<file path="config.mk">
export PLATFORM = sky130hd
export DESIGN_NAME = gpc_back
export DESIGN_NICKNAME = d
export VERILOG_FILES = /design/src/rtl/gpc_pkg.sv /design/src/rtl/gpc_back.sv
export SDC_FILE = /design/constraint.sdc
export NUM_CORES = 1
export LEC_CHECK = 0
export BUFFER_PORTS_ARGS = -buffer_cell sky130_fd_sc_hd__buf_2
export CAP_MARGIN = 40
export CELL_PAD_IN_SITES_DETAIL_PLACEMENT = 0
export CELL_PAD_IN_SITES_GLOBAL_PLACEMENT = 1
export CORE_MARGIN = 3
export CORE_UTILIZATION = 49
export CTS_CLUSTER_DIAMETER = 40
export DETAILED_ROUTE_END_ITERATION = 16
export GPL_TIMING_DRIVEN = 0
export PLACE_DENSITY = 0.95
export SLEW_MARGIN = 0
export SYNTH_ARGS = -nofsm -noshare
export SYNTH_HDL_FRONTEND = slang
export SYNTH_SLANG_ARGS = --single-unit
</file>
<file path="constraint.sdc">
create_clock -name clk -period 16.95 [get_ports clk]
set_input_delay 0.8475 -clock clk [delete_from_list [all_inputs] [get_ports clk]]
set_output_delay 0.8475 -clock clk [all_outputs]
set_load 0.05 [all_outputs]
</file>
<file path="src/rtl/gpc_pkg.sv">
`default_nettype none

package gpc_pkg;

  localparam int GLYPH_ENTRIES = 256;
  localparam int GLYPH_AW      = $clog2(GLYPH_ENTRIES);
  localparam int TABLE_W       = 24;

  localparam int QUEUE_DEPTH   = 4;
  localparam int QUEUE_AW      = $clog2(QUEUE_DEPTH);

  localparam int CFG_IDX_W     = 4;
  localparam int CFG_DATA_W    = 16;

  // box edges: 16-bit signed coordinate plus an unsigned extent of up to 15 bits
  localparam int EDGE_W        = 18;

  typedef enum logic [CFG_IDX_W-1:0] {
    REG_FIXED_PITCH = 4'd0,
    REG_FIXED_WIDTH = 4'd1,
    REG_FIRST_CODE  = 4'd2,
    REG_LAST_CODE   = 4'd3,
    REG_SPACE_CODE  = 4'd4,
    REG_CHAR_PAD    = 4'd5,
    REG_SPACE_PAD   = 4'd6,
    REG_FONT_HEIGHT = 4'd7
  } cfg_reg_t;

  typedef struct packed {
    logic        fixed_pitch;
    logic [7:0]  fixed_width;
    logic [7:0]  first_code;
    logic [7:0]  last_code;
    logic [7:0]  space_code;
    logic [7:0]  char_pad;
    logic [10:0] space_pad;
    logic [7:0]  font_height;
  } cfg_t;

  // classified character item, handed from front to back
  typedef struct packed {
    logic              new_string;
    logic [15:0]       start_x;
    logic              in_range;
    logic [7:0]        width;
    logic [15:0]       advance;
    logic [15:0]       srcx;
    logic [EDGE_W-1:0] top;
    logic [EDGE_W-1:0] bottom;
    logic [EDGE_W-1:0] clip_l;
    logic [EDGE_W-1:0] clip_t;
    logic [EDGE_W-1:0] clip_r;
    logic [EDGE_W-1:0] clip_b;
  } qent_t;

endpackage

`default_nettype wire

</file>
<file path="src/rtl/gpc_back.sv">
`default_nettype none

module gpc_back (
  input  wire logic           clk,
  input  wire logic           rst,
  input  wire logic           q_empty,
  input  wire gpc_pkg::qent_t q_data,
  output logic                q_pop,
  output logic                empty,
  input  wire logic           pop,
  output logic [15:0]         src_x,
  output logic [7:0]          src_y,
  output logic [15:0]         dst_x,
  output logic [15:0]         dst_y,
  output logic [7:0]          blit_width,
  output logic [7:0]          blit_height
);

  localparam int EW = gpc_pkg::EDGE_W;

  typedef struct packed {
    logic          in_range;
    logic [15:0]   srcx;
    logic [EW-1:0] left;
    logic [EW-1:0] right;
    logic [EW-1:0] top;
    logic [EW-1:0] bottom;
    logic [EW-1:0] clip_l;
    logic [EW-1:0] clip_t;
    logic [EW-1:0] clip_r;
    logic [EW-1:0] clip_b;
  } box_t;

  logic [15:0]   pen;
  logic [15:0]   pen_base;
  logic [15:0]   pen_next;
  box_t          box;
  box_t          a;
  logic          a_valid;
  logic          a_load;
  logic          a_done;
  logic          out_valid;
  logic          out_free;
  logic          out_load;
  logic [EW-1:0] il;
  logic [EW-1:0] ir;
  logic [EW-1:0] it;
  logic [EW-1:0] ib;
  logic [EW-1:0] x_off;
  logic [EW-1:0] w_vis;
  logic [EW-1:0] y_off;
  logic [EW-1:0] h_vis;
  logic          hit;

  assign empty    = !out_valid;
  assign out_free = !out_valid || pop;

  // intersect glyph box with the clip rectangle
  assign il  = ($signed(a.left) > $signed(a.clip_l)) ? a.left : a.clip_l;
  assign ir  = ($signed(a.right) < $signed(a.clip_r)) ? a.right : a.clip_r;
  assign it  = ($signed(a.top) > $signed(a.clip_t)) ? a.top : a.clip_t;
  assign ib  = ($signed(a.bottom) < $signed(a.clip_b)) ? a.bottom : a.clip_b;
  assign hit = a.in_range && ($signed(ir) > $signed(il)) && ($signed(ib) > $signed(it));

  assign x_off = il - a.left;
  assign w_vis = ir - il;
  assign y_off = it - a.top;
  assign h_vis = ib - it;

  assign out_load = a_valid && hit && out_free;
  assign a_done   = a_valid && (!hit || out_free);
  assign a_load   = !a_valid || a_done;
  assign q_pop    = !q_empty && a_load;

  // pen update: one add per in-range character
  assign pen_base = q_data.new_string ? q_data.start_x : pen;

  always_comb begin
    pen_next = pen;
    if (q_pop) begin
      pen_next = q_data.in_range ? pen_base + q_data.advance : pen_base;
    end
  end

  always_comb begin
    box.in_range = q_data.in_range;
    box.srcx     = q_data.srcx;
    box.left     = {{2{pen_base[15]}}, pen_base};
    box.right    = {{2{pen_base[15]}}, pen_base} + {10'd0, q_data.width};
    box.top      = q_data.top;
    box.bottom   = q_data.bottom;
    box.clip_l   = q_data.clip_l;
    box.clip_t   = q_data.clip_t;
    box.clip_r   = q_data.clip_r;
    box.clip_b   = q_data.clip_b;
  end

  always_ff @(posedge clk) begin
    if (rst) begin
      pen       <= '0;
      a_valid   <= 1'b0;
      out_valid <= 1'b0;
    end else begin
      pen <= pen_next;
      if (a_load) begin
        a_valid <= q_pop;
      end
      if (out_load) begin
        out_valid <= 1'b1;
      end else if (pop) begin
        out_valid <= 1'b0;
      end
    end
  end

  always_ff @(posedge clk) begin
    if (q_pop) begin
      a <= box;
    end
    if (out_load) begin
      src_x       <= a.srcx + x_off[15:0];
      src_y       <= y_off[7:0];
      dst_x       <= il[15:0];
      dst_y       <= it[15:0];
      blit_width  <= w_vis[7:0];
      blit_height <= h_vis[7:0];
    end
  end

endmodule

`default_nettype wire

</file>
==> metrics.cfg <==
[sta]
hold_viol = 0
tightest_slew_ns = 0.854
fin_skew_ns = 0.0120
finalCriticalPeriod_ns = 8.10
hold_ws_ns = 0.461
fin_tns_setup_ns = 0
setup_viol = 0
maxSlewViolCount = 0
period_share_pct = 47.8
clock.fmax_mhz = 123
relSlewSlack_pct = 43.1
rsz0062_at_grt = no

[clock_network]
ctsHoldBuffers = 0
clock-sinks = 248
postCtsSetupRepairBufs = 0
cts.reportedPaths.clkPinSlew_ns = 0.05
root_buffer = clkbuf_16
cts_tree = yes
ctsHtreeMaxLevel = 2
numCtsBuffers = 40
insertion_delay_ns = 0.53
ctsLongestPathBuffers = 3
cts_resized = 0

[placed_design]
gp_congestion = 0.931
numPortBuffers = 243
placed_cells = 1982
hpwl_um = 29800

[synth]
synth-compound-area-share_pct = 13.3
synth.area.top_cells = edfxtp_1 (46%), ha_1 (13%), inv_1 (4.3%)
syn-num-nets = 1688
yosysUniqueCellTypes = 66
synth_edf_count = 230
yosysMostFrequentCell = edfxtp_1
async_flop_share_pct = 0
muxShareOfSynthArea_pct = 4.56
ys_top_cells_by_count = edfxtp_1 (230), inv_1 (175), ha_1 (152), a21oi_1 (80), nor2_1 (65)
postSynthAreaPerCell_um2 = 11.2
synth_fa_ha_area_share_pct = 15.2
ys_warn_count = 0
ys_ff_latch = 248
yosys.area.top_type = edfxtp_1
synth_seq_area_share_pct = 48.1
synth-xor-area-share_pct = 3.01
synth.top_cell.area_share_pct = 45.7
ys.flop_type = edfxtp_1
synth_top_family_by_area = adder cells
synth-simple-area-share_pct = 10.3
postSynthCellCount = 1346
synth_area_mm2 = 0.0151

[detailed_routing]
ant_nets = 0
wl_um = 38900
wl_per_cell_um = 19.0
vias_per_cell = 5.68
route.detailed.drc = 0
first_pass_iters = 6
vias = 11662
drt_iter0_drc = 816

[critical_path]
r2r_cells = 18
rrSetupSlack_ns = 10.21
start_kind = flop
critical_path_class = reg2out
critical_path.endpoint_type = primary output
worstPathRequired_ns = 16.10
r2r_end = a[40]
cp_data_arrival_time_ns = 7.26
r2r_start = a[141]
crit_fanout = 83

[worst_hold_path]
hold_start = pen[5]
whs_path_depth = 2
worst_hold_path_type = reg2reg
holdPathEnd = pen[5]

[power_and_ir_drop]
peakVddDrop_mv = 0.0768
power_density_mw_per_mm2 = 120
leakage_nw = 8.16
total_power_w = 0.00220

[grt]
gr-total-overflow = 0
grt_max_degree = 84
antenna_found_initial = 0
track_usage_pct = 22.8
grt_pass1_vias = 11669
grt_first_pass_wirelength_um = 59600

[floorplanning]
start_util_pct = 50.4
die_w_um = 182
core-area_mm2 = 0.0300
rows = 63
die_area_mm2 = 0.0330
die_h_um = 182
ios = 244

[job]
maxCapViolations = 0

[cells_and_area]
drive_gt1_share_pct = 21.5
diodes = 0
syn_to_final_growth_pct = 20.9
instances_no_fill = 2054
layout.nets = 1976
num-fill-cells = 2433

[run_status]
outcome = finished clean

==> state kept, by name (all words and copies together) (netlist names) <==
register / cells
a_valid: 1
src_x: 16
dst_y: 16
blit_width: 8
out_valid: 1
pen: 16
dst_x: 16
src_y: 8
a: 158
blit_height: 8
==> worst max-delay path, stage by stage, from the launching register on <==
cell and delay, ns:
edfxtp_1 0.50, ha_1 0.41, nand4_1 0.15, nor3_1 0.45, o31a_1 0.33, o311a_1 0.19, buf_2 0.30, buf_4 0.30
mux2i_1 0.45, ha_1 0.36, a21oi_2 0.15, nor2b_1 0.07, a311o_1 0.41, a221o_1 0.39, nand4_1 0.36, o21ai_2 0.22
buf_4 0.27, inv_6 0.53, buf_16 0.40, buf_2 0.35
==> logic make-up after synthesis <==
logic type	count (synthesis)
compound gates	297
simple gates	299
xor+xnor	52
buf+inv	216
mux	62
flops	248
fa+ha+maj	172
==> cells in the final DEF (no fill, tap or decap), types with 35 or more instances in the layout <==
cell         n
nor2b_1     36
a21oi_1     80
nand4_1     43
xnor2_1     38
nand2_1     45
o21ai_0     39
a21o_1      51
ha_1       152
clkbuf_1    35
clkbuf_16   41
nor2_1      64
edfxtp_1   230
buf_2      247
inv_1      174
==> cell type report <==
type	count	area, µm²	area share, %
well taps	390	488	2.67
inverters	175	662	3.62
plain buffers	41	185	1.01
flip-flops and latches	248	7270	39.8
clock inverters	29	330	1.81
clock buffers	43	1030	5.65
repair buffers	246	1290	7.06
multi-input cells	882	7020	38.4
==> metrics by stage <==
stage	util, %	instance area [µm²]	setup slack (ns)
finish	60.9	18300	8.85
global route	60.9	18300	8.45
CTS	60.9	18300	8.74
detailed placement	56.3	16900	9.35
global placement	56.0	16800	5.77
floorplan	-	15100	8.47
==> layer usage <==
metal  global-route usage (%)  part of all wire (%)
met4                     9.66                   4.0
met1                     27.4                    38
met2                     40.2                    49
met3                     4.19                   8.2
met5                        0                     0
==> report_power, final <==
part	internal, W	switching (W)
registers	0.000746	0.0000233
logic	0.000239	0.000362
clock network	0.000516	0.000311
total	0.00150	0.000697
==> worst max-delay path by stage <==
| stage | depth (start not counted) | start | endpoint |
|---|---|---|---|
| 2_1_floorplan | 20 | a[112] | q_pop |
| 3_3_place_gp | 18 | a[141] | q_pop |
| 3_5_place_dp | 19 | a[141] | q_pop |
| 4_1_cts | 23 | a[22] | q_pop |
| 5_1_grt | 23 | a[22] | q_pop |
| 6_report | 19 | a[141] | q_pop |
Note: power is estimated with default switching activity, not from simulation.
