File: src/rtl/gpc_pkg.sv
`default_nettype none

package gpc_pkg;

  localparam int GLYPH_ENTRIES = 256;
  localparam int GLYPH_AW      = $clog2(GLYPH_ENTRIES);
  localparam int TABLE_W       = 24;

  localparam int QUEUE_DEPTH   = 4;
  localparam int QUEUE_AW      = $clog2(QUEUE_DEPTH);

  localparam int CFG_IDX_W     = 4;
  localparam int CFG_DATA_W    = 16;

  // box edges: 16-bit signed coordinate plus an unsigned extent of up to 15 bits
  localparam int EDGE_W        = 18;

  typedef enum logic [CFG_IDX_W-1:0] {
    REG_FIXED_PITCH = 4'd0,
    REG_FIXED_WIDTH = 4'd1,
    REG_FIRST_CODE  = 4'd2,
    REG_LAST_CODE   = 4'd3,
    REG_SPACE_CODE  = 4'd4,
    REG_CHAR_PAD    = 4'd5,
    REG_SPACE_PAD   = 4'd6,
    REG_FONT_HEIGHT = 4'd7
  } cfg_reg_t;

  typedef struct packed {
    logic        fixed_pitch;
    logic [7:0]  fixed_width;
    logic [7:0]  first_code;
    logic [7:0]  last_code;
    logic [7:0]  space_code;
    logic [7:0]  char_pad;
    logic [10:0] space_pad;
    logic [7:0]  font_height;
  } cfg_t;

  // classified character item, handed from front to back
  typedef struct packed {
    logic              new_string;
    logic [15:0]       start_x;
    logic              in_range;
    logic [7:0]        width;
    logic [15:0]       advance;
    logic [15:0]       srcx;
    logic [EDGE_W-1:0] top;
    logic [EDGE_W-1:0] bottom;
    logic [EDGE_W-1:0] clip_l;
    logic [EDGE_W-1:0] clip_t;
    logic [EDGE_W-1:0] clip_r;
    logic [EDGE_W-1:0] clip_b;
  } qent_t;

endpackage

`default_nettype wire

File: src/rtl/gpc_queue.sv
`default_nettype none

module gpc_queue (
  input  wire logic           clk,
  input  wire logic           rst,
  input  wire logic           push,
  input  wire gpc_pkg::qent_t push_data,
  output logic                full,
  input  wire logic           pop,
  output gpc_pkg::qent_t      head,
  output logic                empty
);

  gpc_pkg::qent_t                  mem [gpc_pkg::QUEUE_DEPTH];
  logic [gpc_pkg::QUEUE_AW-1:0]    wr_ptr;
  logic [gpc_pkg::QUEUE_AW-1:0]    rd_ptr;
  logic [gpc_pkg::QUEUE_AW:0]      count;
  logic [gpc_pkg::QUEUE_AW:0]      count_next;
  logic                            do_push;
  logic                            do_pop;

  assign full    = (count == (gpc_pkg::QUEUE_AW+1)'(gpc_pkg::QUEUE_DEPTH));
  assign empty   = (count == '0);
  assign do_push = push && !full;
  assign do_pop  = pop && !empty;
  assign head    = mem[rd_ptr];

  always_comb begin
    count_next = count;
    if (do_push && !do_pop) begin
      count_next = count + 1'b1;
    end else if (do_pop && !do_push) begin
      count_next = count - 1'b1;
    end
  end

  always_ff @(posedge clk) begin
    if (rst) begin
      wr_ptr <= '0;
      rd_ptr <= '0;
      count  <= '0;
    end else begin
      count <= count_next;
      if (do_push) begin
        wr_ptr <= wr_ptr + 1'b1;
      end
      if (do_pop) begin
        rd_ptr <= rd_ptr + 1'b1;
      end
    end
  end

  always_ff @(posedge clk) begin
    if (do_push) begin
      mem[wr_ptr] <= push_data;
    end
  end

endmodule

`default_nettype wire

File: config.mk
export PLATFORM = sky130hd
export DESIGN_NAME = gpc_queue
export DESIGN_NICKNAME = d
export VERILOG_FILES = /design/src/rtl/gpc_pkg.sv /design/src/rtl/gpc_queue.sv
export SDC_FILE = /design/constraint.sdc
export NUM_CORES = 1
export LEC_CHECK = 0
export ABC_CLOCK_PERIOD_IN_PS = 7100
export BUFFER_PORTS_ARGS = -buffer_cell sky130_fd_sc_hd__buf_2
export CORE_UTILIZATION = 35
export DETAILED_ROUTE_END_ITERATION = 7
export SLEW_MARGIN = 20
export SYNTH_ARGS = -nofsm -noshare
export SYNTH_HDL_FRONTEND = slang
export SYNTH_SLANG_ARGS = --single-unit
File: constraint.sdc
create_clock -name clk -period 7.1 [get_ports clk]
set_input_delay 1.775 -clock clk [delete_from_list [all_inputs] [get_ports clk]]
set_output_delay 1.775 -clock clk [all_outputs]
set_load 0.03 [all_outputs]
==> results of run 1 <==
[registers in the layout, indices dropped and copies added (netlist names), named ones only]
| register | count |
|---|---|
| count | 3 |
| rd_ptr | 2 |
| mem | 664 |
| wr_ptr | 2 |
[through the flow]
stage | utilization | instance area, um2 | cells | hold WS [ns] | total power (W)
global route | 0.430 | 29600 | 2297 | 0.548 | 0.0121
CTS | 0.430 | 29600 | 2294 | 0.526 | 0.0119
detailed placement | 0.395 | 27200 | 2159 | 0.517 | 0.00804
finish | 0.430 | 29600 | 2298 | 0.522 | 0.0116
global placement | 0.395 | 27200 | 2159 | 0.491 | 0.00800
floorplan | - | 24400 | 915 | 0.482 | 0.00725
[cells in the final DEF, fill, tap and decap left out, types with 4 or more instances in the layout]
cell type,count
edfxtp_1,664
buf_2,337
mux4_2,166
clkbuf_16,75
clkinv_2,14
clkbuf_1,13
clkinv_1,12
bufinv_16,8
dfxtp_1,7
buf_12,7
buf_4,7
nor2_1,6
ha_1,5
diode_2,4
inv_1,4
and2_4,4
xor2_1,4
clkinv_4,4
inv_6,4
[worst max-delay path, delay by kind of cell (launching register included)]
family | cells | cell delay, ns
flops | 1 | 0.93
buf+inv | 2 | 0.66
mux | 1 | 0.62
[layer usage]
metal  vias to the layer above  track usage
met3                        87       0.0402
met4                        12       0.0495
met1                      5700        0.168
met5                         -            0
met2                       282        0.225
li1                       4771            -
[logic make-up (layout without fill, tap and decap cells)]
kind of cell,Yosys count,after routing,synth area share
buffers and inverters,42,490,0.0128
xor gates and xnor gates,4,4,0.00143
other,0,4,0
adders and majority gates,6,6,0.00338
muxes,168,168,0.154
and+or+nand+nor,16,16,0.00348
AOI/OAI and AO/OA,6,6,0.00149
DFF,673,673,0.824
[final timing paths]
check	from	end	slack, ns	cells after the start
max	register	head[51]	2.30	3
min	wr_ptr[1]	wr_ptr[1]	0.52	2
max reg2reg	count[0]	mem[2][51]	4.30	4
min reg2reg	wr_ptr[1]	wr_ptr[1]	0.52	2
[power groups by stage]
| stage | logic, W | clock network (W) | registers, W |
|---|---|---|---|
| 2_1_floorplan | 0.00228 | 0 | 0.00497 |
| 3_3_place_gp | 0.00298 | 0 | 0.00502 |
| 3_5_place_dp | 0.00300 | 0 | 0.00504 |
| 4_1_cts | 0.00301 | 0.00390 | 0.00496 |
| 5_1_grt | 0.00310 | 0.00404 | 0.00499 |
| 6_report | 0.00293 | 0.00378 | 0.00494 |
[area by class of cell]
cell class,instances,area share
sequential,673,0.679
clock buffer,88,0.0650
timing repair buffer,351,0.0634
tap,931,0.0393
clock inverter,47,0.0166
multi-input combinational,200,0.135
antenna,4,0.000338
inverter,4,0.000507
==> flow_summary.toml, run 1 <==
[status]
status = "completed"

[routing]
first_pass_iters = 4
wl_met3_um = 3110
wire_per_inst_um = 20.9
ant_nets = 0
drt_iter0_drc = 609
wirelength_met1_um = 19300
viasPerCell = 4.72
vias = 10900
routed_wl_um = 48100
met2WireLength_um = 24700
drc = 0
top_layer = "met5"

[sta]
fmax_mhz = 208
worst_pin_slew_ns = 1.03
period_share = 0.676
finalMaxSlewViolations = 0
setup_violations = 0
setup_tns_ns = 0
clock_skew_ns = 0.0204
fin_ws_ns = 2.30
hold_viol_final = 0
min_period_ns = 4.80
rsz0062_at_grt = "false"
slew_headroom = 0.312

[power]
clkPwrFrac = 0.324
ir_worst_vdd_mv = 0.208
power.share.combinational = 0.251
cellPowerDensity_nw_per_um2 = 393
p_seq_frac = 0.424
p_sw_w = 0.00354
switching_share = 0.304
power.leakage_nw = 9.78
internal_power_w = 0.00811

[placement]
portBuffers = 337
dp_hpwl_um = 28300
place_ws_ns = 2.83
gp_congestion = 0.689

[global_route]
grt_overflow = 0
grt_pass1_vias = 11700
grt_max_degree = 86
gr-usage-all-layers = 0.135
grt_pass1_wl_um = 71800
grt_antenna_before_repair = 10

[finish]
multi_input_area_um2 = 4010
drive_above_1_share = 0.464
seqCellArea_um2 = 20100
fillCellCount = 5856
layout.nets = 1480
syn2layout_area_growth_pct = 21.3

[cts]
cts_resized = 0
path_clk_slew_ns = 0.06
h-tree-depth = 3
clk_latency_ns = 0.60
clock-root-buffer = "clkbuf_16"
cts_buffers = 74
postCtsSetupBuffers = 0
hold_buffers = 0
clock_path_buffers = 3
clkSinkCount = 673
cts_tree = "done"

[floorplan]
start_util = 0.355
die_height_um = 266
die_area_um2 = 70900
core_area_um2 = 68800
io_pins = 338
rows = 96
die_w_um = 266

[synthesis]
netlist_top_cells_area = "edfxtp_1 (82%), mux4_2 (15%), buf_6 (0.78%), dfxtp_1 (0.74%), buf_2 (0.31%)"
syn_nets = 1091
yosysTopAreaCell = "edfxtp_1"
synth-seq-cells = 673
synth.most_common_cell = "edfxtp_1"
synth_cells = 915
syn_area_um2 = 24400
async_flop_share = 0
synth-edff-count = 664
synth_warnings = 0
synth_ff_type = "edfxtp_1"
synth_cell_type_count = 23
synth_commonest_cells = "edfxtp_1 (664), mux4_2 (166), buf_6 (17)"
avgSynthCellArea_um2 = 26.7
synth_top_area_frac = 0.816
yosysSeqAreaShare = 0.824

[setup_path]
max_stage_delay_ns = 0.93
worst_ep_arrival_time_ns = 3.03
worstSetupPathType = "reg -> out"
path_cells = "buf_12 > mux4_2 > buf_2"
cp_max_fo = 68
start_kind = "register"
worstPathRequired_ns = 5.33
crit_path_end_kind = "output port"
slowest_stage = "dfxtp_4"

[worst_hold_path]
min_path_type = "reg -> reg"

[run]
timing.max_cap.violations = 0
No activity file was read; power rests on OpenSTA's default activity.
==> run 2: changes to the inputs <==
ABC_AREA = 1   (was not set)
ABC_CLOCK_PERIOD_IN_PS = 4800   (was 7100)
clock period = 4.8 ns   (was 7.1 ns; I/O delays follow)
==> flow_summary.toml, run 2 <==
[finish]
largest_registers = "mem: 664 flops, count: 3 flops"
mostFrequentLayoutCell = "edfxtp_1"
drive_above_1_share = 0.306
regMostFlops = "mem"
finalCoreUtilization = 0.424
fillCellCount = 6558
layout.nets = 2189
final_cell_area_um2 = 31100
syn2layout_area_growth_pct = 18.9
largest_reg_flops = 664
mostFrequentLayoutCells = "edfxtp_1 (664), buf_2 (337), o21ai_0 (293)"

[floorplan]
rows = 99
core_area_um2 = 73500
start_util = 0.356
io_pins = 338
die_area_um2 = 75900
die_height_um = 276
die_w_um = 276

[cts]
clock-root-buffer = "clkbuf_16"
path_clk_slew_ns = 0.06
cts_buffers = 73
cts_tree = "done"
clock_path_buffers = 3
clk_latency_ns = 0.61
h-tree-depth = 3
postCtsSetupBuffers = 0
cts_resized = 0
hold_buffers = 0
clkSinkCount = 673

[sta]
clock_skew_ns = 0.0178
setup_tns_ns = 0
hold_viol_final = 0
worst_pin_slew_ns = 0.930
whs_ns = 0.498
finalMaxSlewViolations = 0
setup_violations = 0
min_period_ns = 3.74
rsz0062_at_grt = "false"
slew_headroom = 0.380
period_share = 0.779
fmax_mhz = 267

[setup_path]
crit_path_end_kind = "output port"
cp_max_fo = 93
worstSetupPathType = "reg -> out"
worst_ep_arrival_time_ns = 2.54
worstPathRequired_ns = 3.60
start_kind = "register"

[synthesis]
yosysTopAreaCell = "edfxtp_1"
syn_nets = 1851
synth_ff_type = "edfxtp_1"
synth.most_common_cell = "edfxtp_1"
synth_cell_type_count = 24
async_flop_share = 0
yosysSeqAreaShare = 0.768
syn_area_um2 = 26200
synth-edff-count = 664
synth_cells = 1675
synth_top_area_frac = 0.761
synth_warnings = 0
avgSynthCellArea_um2 = 15.6
synth-seq-cells = 673
netlist_top_cells_area = "edfxtp_1 (76%), o21ai_0 (5.6%), o22ai_2 (3.8%), nor2_1 (3.8%), nor2_4 (3.4%)"
synth_commonest_cells = "edfxtp_1 (664), o21ai_0 (293), nor2_1 (266)"

[global_route]
grt_antenna_before_repair = 16
gr-usage-all-layers = 0.153
grt_pass1_wl_um = 88100
grt_pass1_vias = 15100
grt_overflow = 0
grt_max_degree = 121

[placement]
dpl_cell_area_um2 = 28900
dp_hpwl_um = 33400
portBuffers = 337
gp_congestion = 0.729

[routing]
drt_iter0_drc = 786
viasPerCell = 5.00
drc = 0
first_pass_iters = 5
vias = 15200
ant_nets = 0
wire_per_inst_um = 19.6
routed_wl_um = 59500

[power]
ir_worst_vdd_mv = 0.353
power.leakage_nw = 10.6
power_w = 0.0178
cellPowerDensity_nw_per_um2 = 570

[status]
status = "completed"

[worst_hold_path]
min_path_type = "reg -> reg"

[run]
timing.max_cap.violations = 0
run 2: cell types whose count changed in the layout (fill, tap and decap cells not counted), sizes merged, moves of 4 or more:
cell	before	now
o21ai	2	333
and2	4	0
diode	4	8
buf	351	372
nand3	0	4
nand2	0	15
nor2	6	346
mux4	166	0
inv	9	20
bufinv	8	0
o22ai	0	166
run 2: final timing paths:
kind                   from         end  slack [ns]  cells past startpoint
setup / recovery   register   head[140]        1.06                      5
hold / removal    rd_ptr[1]    register        0.50                      2
setup reg to reg   count[0]  mem[1][95]        2.37                      5
hold reg to reg   rd_ptr[1]    register        0.50                      2
run 2: through the flow:
stage	setup WS [ns]	instances
floorplan	-1.33	1675
global placement	1.63	2897
detailed placement	1.62	2897
CTS	0.968	3027
global route	0.881	3033
finish	1.06	3035
run 2: worst max-delay path, stage by stage (launching register included):
cell,delay (ns)
dfxtp_4,0.38
inv_8,0.39
buf_12,0.42
o21ai_0,0.18
o22ai_2,0.15
buf_2,0.22
run 2: final cells by class:
cell class	instances	area [um2]	area share
diodes	8	20.0	0.000643
clock buffers	91	1940	0.0622
clock inverters	39	239	0.00767
inverters	18	77.6	0.00249
multi-input cells	875	5330	0.171
flip-flops and latches	673	20100	0.646
well taps	959	1200	0.0385
repair buffers	372	2210	0.0710
run 2: routing by layer:
metal	share of wire	vias up	routed length, um	GRT usage
met5	0.0021	-	125	0
met4	0.021	20	1240	0.0560
met3	0.070	101	4170	0.0436
met2	0.50	379	29800	0.260
met1	0.41	7630	24200	0.185
li1	-	7052	-	-
run 2: kinds of logic after synthesis:
| family | count (synthesis) | synth area share |
|---|---|---|
| DFF | 673 | 0.768 |
| AOI/OAI and AO/OA | 502 | 0.123 |
| and+or+nand+nor | 366 | 0.0757 |
| buffers and inverters | 127 | 0.0294 |
| adders and majority gates | 6 | 0.00315 |
| xor gates and xnor gates | 1 | 0.000335 |
run 2: power breakdown:
part,switching [W],internal (W)
Sequential,0.000216,0.00715
Clock,0.00221,0.00288
Combinational,0.00383,0.00148
==> run 3: changes to the inputs <==
ABC_CLOCK_PERIOD_IN_PS = 3700   (was 4800)
clock period = 3.7 ns   (was 4.8 ns; I/O delays follow)
==> flow_summary.toml, run 3 (synthesized netlist as in run 2, its figures left out) <==
[status]
status = "completed"

[finish]
finalCoreUtilization = 0.426
layout.nets = 2191
mostFrequentLayoutCells = "edfxtp_1 (664), buf_2 (337), o21ai_0 (293)"
largest_reg_flops = 664
drive_above_1_share = 0.309
mostFrequentLayoutCell = "edfxtp_1"
largest_registers = "mem: 664 flops, count: 3 flops"
syn2layout_area_growth_pct = 19.5
final_cell_area_um2 = 31300
regMostFlops = "mem"

[setup_path]
cp_max_fo = 126
r2r_start = "count[0]"
reg2regPathDepth = 5
worst_ep_arrival_time_ns = 2.48
timing.rr.end = "mem[3][82]"
crit_path_end_kind = "output port"
r2r_setup_slack_ns = 1.61
worstSetupPathType = "reg -> out"
worstPathRequired_ns = 2.77
start_kind = "register"

[cts]
postCtsSetupBuffers = 0
path_clk_slew_ns = 0.06
cts_resized = 0
h-tree-depth = 3
cts_buffers = 73
cts_tree = "done"
clk_latency_ns = 0.59
clock-root-buffer = "clkbuf_16"
clkSinkCount = 673
hold_buffers = 0
clock_path_buffers = 3

[sta]
fmax_mhz = 294
period_share = 0.919
rsz0062_at_grt = "false"
whs_ns = 0.506
slew_headroom = 0.381
clock_skew_ns = 0.0132
min_period_ns = 3.40
setup_violations = 0
finalMaxSlewViolations = 0
hold_viol_final = 0
worst_pin_slew_ns = 0.929
setup_tns_ns = 0

[power]
cellPowerDensity_nw_per_um2 = 749
power.leakage_nw = 10.7
ir_worst_vdd_mv = 0.594
power_w = 0.0235

[routing]
vias = 15200
drc = 0
viasPerCell = 4.98
met2WireLength_um = 29700
drt_iter0_drc = 982
ant_nets = 0
wl_met3_um = 4480
top_layer = "met5"
routed_wl_um = 59800
wirelength_met1_um = 24200
first_pass_iters = 5
wire_per_inst_um = 19.6

[floorplan]
io_pins = 338
core_area_um2 = 73500
die_w_um = 276
die_height_um = 276
rows = 99
die_area_um2 = 75900
start_util = 0.356

[worst_hold_path]
holdPathStages = 2
min_path_type = "reg -> reg"
worstHoldStart = "rd_ptr[0]"

[placement]
gp_congestion = 0.738
dp_hpwl_um = 34000
portBuffers = 337
dpl_cell_area_um2 = 28900

[global_route]
grt_pass1_vias = 15600
grt_max_degree = 127
grt_overflow = 0
grt_antenna_before_repair = 19
grt_pass1_wl_um = 89900
gr-usage-all-layers = 0.156

[run]
timing.max_cap.violations = 0
run 3: changes by cell type in the layout (fill, tap and decap cells not counted), moves of 3 or more:
cell	change
bufinv_16	+5
diode_2	+7
buf_12	-3
clkbuf_1	+3
clkinv_1	-6
buf_4	+5
run 3: worst max-delay path by stage:
stage	end	start	cells past startpoint
6_report	head[85]	register	4
2_1_floorplan	mem[0][0]	push	2
3_5_place_dp	head[100]	register	4
4_1_cts	head[100]	register	4
5_1_grt	head[20]	register	5
3_3_place_gp	head[127]	register	5
run 3: critical path, stage by stage, from the launching register on:
cell	delay [ns]
dfxtp_4	0.47
buf_12	0.37
o21ai_0	0.27
o22ai_2	0.19
buf_2	0.22
run 3: metrics by stage:
stage	cells	setup slack, ns
6_report	3045	0.299
5_1_grt	3039	0.210
4_1_cts	3030	0.312
3_5_place_dp	2899	0.976
3_3_place_gp	2899	0.981
2_1_floorplan	1675	-0.198
run 3: where the power goes:
part	switching (W)	internal (W)
registers	0.000258	0.00928
logic	0.00500	0.00190
clock network	0.00288	0.00413
total	0.00814	0.0153
run 3: layout make-up:
class | instances | area, um2
repair buffers | 374 | 2190
diodes | 15 | 37.5
flip-flops and latches | 673 | 20100
multi-input cells | 875 | 5340
clock inverters | 36 | 347
clock buffers | 95 | 1970
inverters | 18 | 77.6
well taps | 959 | 1200
fillers | 6589 | 42200
run 3: metal layers:
layer,vias to the layer above,GRT usage
met5,-,0
li1,7058,-
met4,16,0.0554
met3,101,0.0476
met1,7616,0.187
met2,385,0.262
